<file path="src/sv/hpm_pkg.sv">
`default_nettype none

package hpm_pkg;

    // defaults for the top level parameters
    localparam int DEF_SLOTS      = 1024;
    localparam int DEF_POOL_NODES = 2048;
    localparam int DEF_PAGE_BITS  = 20;
    localparam int DEF_VALUE_BITS = 32;

    // bucket index mixes the page with its upper part
    localparam int HASH_SHIFT = 10;

    typedef enum logic [7:0] {
        ST_CLEAR  = 8'b0000_0001,
        ST_IDLE   = 8'b0000_0010,
        ST_HEAD   = 8'b0000_0100,
        ST_NODE   = 8'b0000_1000,
        ST_EXEC   = 8'b0001_0000,
        ST_FREE   = 8'b0010_0000,
        ST_ALLOC  = 8'b0100_0000,
        ST_RESULT = 8'b1000_0000
    } hpm_state_t;

    // commands from the controller to the datapath
    typedef struct packed {
        logic clr_step;
        logic accept;
        logic head_take;
        logic walk_step;
        logic mark_hit;
        logic wr_data;
        logic unlink;
        logic free_push;
        logic alloc_rd;
        logic alloc_free;
        logic alloc_fresh;
        logic mark_full;
        logic load_out;
    } hpm_cmd_t;

    // status from the datapath to the controller
    typedef struct packed {
        logic clr_last;
        logic head_is_node;
        logic key_match;
        logic link_is_node;
        logic free_is_node;
        logic fresh_avail;
        logic val_nz;
        logic kind;
        logic hit;
    } hpm_status_t;

endpackage

`default_nettype wire

</file>
<file path="src/sv/hpm_ctrl.sv">
`default_nettype none

module hpm_ctrl import hpm_pkg::*; (
    input  wire logic        aclk,
    input  wire logic        aresetn,
    input  wire logic        s_valid,
    output logic             s_ready,
    output logic             m_valid,
    input  wire logic        m_ready,
    input  wire hpm_status_t status,
    output hpm_cmd_t         cmd
);

    hpm_state_t state_reg, state_next;
    logic       m_valid_reg, m_valid_next;

    assign s_ready = (state_reg == ST_IDLE);
    assign m_valid = m_valid_reg;

    // sequencer over clear sweep, head read, chain walk, update and result
    always_comb begin
        state_next = state_reg;
        cmd        = '0;
        unique case (state_reg)
            ST_CLEAR: begin
                cmd.clr_step = 1'b1;
                if (status.clr_last) begin
                    state_next = ST_IDLE;
                end
            end
            ST_IDLE: begin
                if (s_valid) begin
                    cmd.accept = 1'b1;
                    state_next = ST_HEAD;
                end
            end
            ST_HEAD: begin
                cmd.head_take = 1'b1;
                state_next = status.head_is_node ? ST_NODE : ST_EXEC;
            end
            ST_NODE: begin
                if (status.key_match) begin
                    cmd.mark_hit = 1'b1;
                    state_next   = ST_EXEC;
                end else if (status.link_is_node) begin
                    cmd.walk_step = 1'b1;
                end else begin
                    state_next = ST_EXEC;
                end
            end
            ST_EXEC: begin
                state_next = ST_RESULT;
                if (status.kind) begin
                    if (status.hit) begin
                        if (status.val_nz) begin
                            cmd.wr_data = 1'b1;
                        end else begin
                            cmd.unlink = 1'b1;
                            state_next = ST_FREE;
                        end
                    end else if (status.val_nz) begin
                        if (status.free_is_node) begin
                            cmd.alloc_rd = 1'b1;
                            state_next   = ST_ALLOC;
                        end else if (status.fresh_avail) begin
                            cmd.alloc_fresh = 1'b1;
                        end else begin
                            cmd.mark_full = 1'b1;
                        end
                    end
                end
            end
            ST_FREE: begin
                cmd.free_push = 1'b1;
                state_next    = ST_RESULT;
            end
            ST_ALLOC: begin
                cmd.alloc_free = 1'b1;
                state_next     = ST_RESULT;
            end
            ST_RESULT: begin
                if (!m_valid_reg || m_ready) begin
                    cmd.load_out = 1'b1;
                    state_next   = ST_IDLE;
                end
            end
            default: begin
                state_next = ST_CLEAR;
            end
        endcase
    end

    // output valid flag
    always_comb begin
        m_valid_next = m_valid_reg;
        if (m_valid_reg && m_ready) begin
            m_valid_next = 1'b0;
        end
        if (cmd.load_out) begin
            m_valid_next = 1'b1;
        end
    end

    always_ff @(posedge aclk) begin
        if (!aresetn) begin
            state_reg   <= ST_CLEAR;
            m_valid_reg <= 1'b0;
        end else begin
            state_reg   <= state_next;
            m_valid_reg <= m_valid_next;
        end
    end

endmodule

`default_nettype wire

</file>
<file path="config.mk">
export PLATFORM = sky130hd
export DESIGN_NAME = hpm_ctrl
export DESIGN_NICKNAME = d
export VERILOG_FILES = /design/src/sv/hpm_pkg.sv /design/src/sv/hpm_ctrl.sv
export SDC_FILE = /design/constraint.sdc
export NUM_CORES = 1
export LEC_CHECK = 0
export ABC_AREA = 0
export BUFFER_PORTS_ARGS = -buffer_cell sky130_fd_sc_hd__buf_2
export CORE_MARGIN = 3
export CORE_UTILIZATION = 42
export DETAILED_ROUTE_END_ITERATION = 8
export GPL_TIMING_DRIVEN = 0
export PLACE_DENSITY_LB_ADDON = 0.3
export SYNTH_ARGS = -nofsm -noshare
export SYNTH_HDL_FRONTEND = slang
export SYNTH_SLANG_ARGS = --single-unit
</file>
<file path="constraint.sdc">
create_clock -name aclk -period 1.5 [get_ports aclk]
set_input_delay 0.375 -clock aclk [delete_from_list [all_inputs] [get_ports aclk]]
set_output_delay 0.375 -clock aclk [all_outputs]
set_load 0.05 [all_outputs]
</file>
==> impl_metrics.sql <==
INSERT INTO impl_metrics (metric_group, metric, value, unit) VALUES
('run', 'timing.max_cap.violations', '0', ''),
('logic_synthesis', 'yosysSeqAreaShare', '26.0', '%'),
('logic_synthesis', 'post_synth_most_frequent_cells', 'dfxtp_1, nor2_1, inv_1', ''),
('outcome', 'violations', 'negative setup slack', ''),
('power', 'power_per_cell_area', '1170', 'nW/um^2'),
('setup_path', 'r2r_end', 'state_reg[0]$_SDFFE_PN1P_', ''),
('final_layout', 'largest_register_ff_count', '8', ''),
('setup_path', 'worstSetupEndpoint', 'cmd[1]', ''),
('timing', 'clock_tree_skew_after_final_layout', '3.81', 'ps'),
('route', 'vias_per_cell', '5.72', ''),
('final_layout', 'layout-area-overhead-vs-synth', '85.2', '%'),
('floorplan', 'row_count', '14', ''),
('floorplan', 'die_height', '46.6', 'um'),
('logic_synthesis', 'synth_fp_nets', '99', ''),
('clock_network', 'cts_inserted_buffers', '3', ''),
('grt', 'antenna_found_initial', '0', ''),
('route', 'route.antenna.remaining_nets', '0', ''),
('route', 'drt_pre_antenna_iters', '4', ''),
('logic_synthesis', 'synthesis.area', '693', 'sq um'),
('clock_network', 'clockRootBuffer', 'clkbuf_4', ''),
('timing', 'slew_viol_final', '0', ''),
('outcome', 'status', 'finished with violations', ''),
('clock_network', 'clkTransAtPathRegs', '60', 'ps'),
('floorplan', 'chipWidth', '46.6', 'um'),
('grt', 'grt_max_degree', '9', ''),
('timing', 'timing.final.ws_setup', '-605', 'ps'),
('setup_path', 'critical_path.reg2reg.startpoint', 'state_reg[4]$_SDFFE_PN0P_', ''),
('route', 'total_wire_length', '2260', 'um'),
('route', 'remaining_design_rule_violation_count', '0', ''),
('setup_path', 'timing.critical_path.from', 'state_reg[7]$_SDFFE_PN0P_', ''),
('setup_path', 'worst_ep_required_time', '1120', 'ps'),
('logic_synthesis', 'postSynthRegisterBits', '9', ''),
('logic_synthesis', 'netlist-cell-type-count', '38', ''),
('grt', 'wire_length_of_the_first_global_routing_pass', '3620', 'um'),
('logic_synthesis', 'postSynth.asyncResetShare', '0', '%'),
('timing', 'timing.final.setup_violations', '21', ''),
('clock_network', 'tritoncts_num_sinks', '9', ''),
('setup_path', 'worst-setup-path-type', 'flip-flop to output pin', ''),
('setup_path', 'ff2ff_setup_slack', '-220', 'ps'),
('logic_synthesis', 'yosys_most_used_dff', 'dfxtp_1', ''),
('final_layout', 'n_antenna_cell', '0', ''),
('timing', 'worst_pin_slew', '418', 'ps'),
('final_layout', 'finalNetCount', '145', ''),
('logic_synthesis', 'post-synth-top-area-cell', 'dfxtp_1', ''),
('grt', 'grt_use_total', '23.8', '%'),
('timing', 'report.final.hold_viol_count', '0', ''),
('logic_synthesis', 'share_of_the_synthesized_area_in_the_top_cell_type', '26.0', '%'),
('hold_path', 'hold_path.class', 'input pin to flip-flop', ''),
('power', 'vdd_drop_max', '0.000698', 'V'),
('placement', 'gp_congestion', '0.863', ''),
('logic_synthesis', 'synth_enable_flop_cells', '0', ''),
('power', 'power.total', '1.51', 'mW'),
('setup_path', 'critPathMaxFanout', '5', ''),
('clock_network', 'clock_insertion_delay_worst_skew', '280', 'ps'),
('grt', 'global_route.overflow_total', '0', ''),
('final_layout', 'postLayoutCoreUtil', '84.2', '%'),
('route', 'met1_length', '858', 'um'),
('clock_network', 'cts_tree', 'yes', ''),
('clock_network', 'cts_max_level', '1', ''),
('route', 'detailroute.wirelength.met2', '1220', 'um'),
('logic_synthesis', 'synthTopCellsByArea', 'dfxtp_1, nor4_4, nor2_1, nor3b_1, nand2b_1', ''),
('logic_synthesis', 'average_cell_area_after_synthesis', '8.06', 'sq um'),
('setup_path', 'setup.worst_path.start_class', 'flip-flop', ''),
('power', 'p_leak', '0.525', 'nW'),
('setup_path', 'worst_ep_arrival_time', '1730', 'ps'),
('floorplan', 'floorplan.die_area', '2170', 'sq um'),
('clock_network', 'cts-root-to-sink-buffers', '2', ''),
('clock_network', 'cts_hold_buf', '0', ''),
('logic_synthesis', 'post_synthesis_cell_count', '86', ''),
('timing', 'final_min_period_over_clock_period', '140', '%'),
('timing', 'max-slew-margin-rel', '72.1', '%');
## layout make-up
type                       count  area [sq um]
sequential                     9           198
fill                          81           240
clock buffer                   4          26.3
multi-input combinational     67           601
timing repair buffer          46           414
inverter                       5          25.0
tap                           16          20.0
## logic make-up after synthesis
kind of cell	synth area share, %
AO/OA/AOI/OAI	9.75
multiplexers	1.44
flip-flops	26.0
buffers and inverters	7.76
AND/OR/NAND/NOR	51.3
XOR/XNOR	3.79
## how the worst min path moves through the flow
stage,from,endpoint,slack (ps),cells past startpoint
2_1_floorplan,aresetn,state_reg[1]$_SDFFE_PN0P_,520,2
4_1_cts,status[7],state_reg[3]$_SDFFE_PN0P_,370,3
5_1_grt,aresetn,state_reg[1]$_SDFFE_PN0P_,400,3
6_report,status[7],state_reg[3]$_SDFFE_PN0P_,370,3
3_3_place_gp,state_reg[1]$_SDFFE_PN0P_,state_reg[1]$_SDFFE_PN0P_,590,3
3_5_place_dp,state_reg[1]$_SDFFE_PN0P_,state_reg[1]$_SDFFE_PN0P_,590,3
## placed cells by master (no fill, tap or decap), drive strengths merged, types with 2 or more instances in the layout
cell / netlist / final
buf: 4 / 46
nor2: 9 / 9
dfxtp: 9 / 9
nor4: 5 / 5
nor2b: 4 / 4
nand2b: 4 / 4
inv: 5 / 4
nand2: 4 / 4
nor3b: 4 / 4
clkbuf: 1 / 4
nand3: 4 / 4
nor3: 4 / 4
nand4: 3 / 3
a21oi: 3 / 3
nor4b: 2 / 2
and2: 2 / 2
nand3b: 2 / 2
xor2: 2 / 2
and3: 2 / 2
## per-layer routing
| metal | track usage [%] | vias up |
|---|---|---|
| li1 | - | 398 |
| met1 | 26.5 | 406 |
| met2 | 42.6 | 33 |
| met3 | 4.30 | 4 |
| met4 | 12.2 | 0 |
| met5 | 0 | - |
## timing repair
item,CTS,global route
gates resized for setup,55,4
pin swaps,13,6
hold endpoints to repair,0,0
setup buffers,13,6
setup endpoints to repair,20,22
## worst max-delay path, stage by stage, from the launching register on
cell and delay [ps]:
dfxtp_4 350, nor4_4 290, and2b_2 220, nand3_4 120, nor4_4 280, buf_6 190
## where the power goes
part	internal [mW]	switching, mW
combinational	0.509	0.462
clock	0.103	0.0982
sequential	0.266	0.0680
total	0.878	0.629
## stage by stage
step / setup slack (ps) / instances / setup TNS, ps / hold WS, ps / cell area [sq um]
floorplan: -655 / 86 / -3980 / 524 / 815
detailed placement: -674 / 129 / -6370 / 591 / 970
CTS: -632 / 142 / -7260 / 372 / 1240
global route: -676 / 147 / -9390 / 399 / 1280
finish: -605 / 147 / -7900 / 367 / 1280
global placement: -638 / 129 / -5900 / 591 / 970
(Power assumes the default switching activity.)
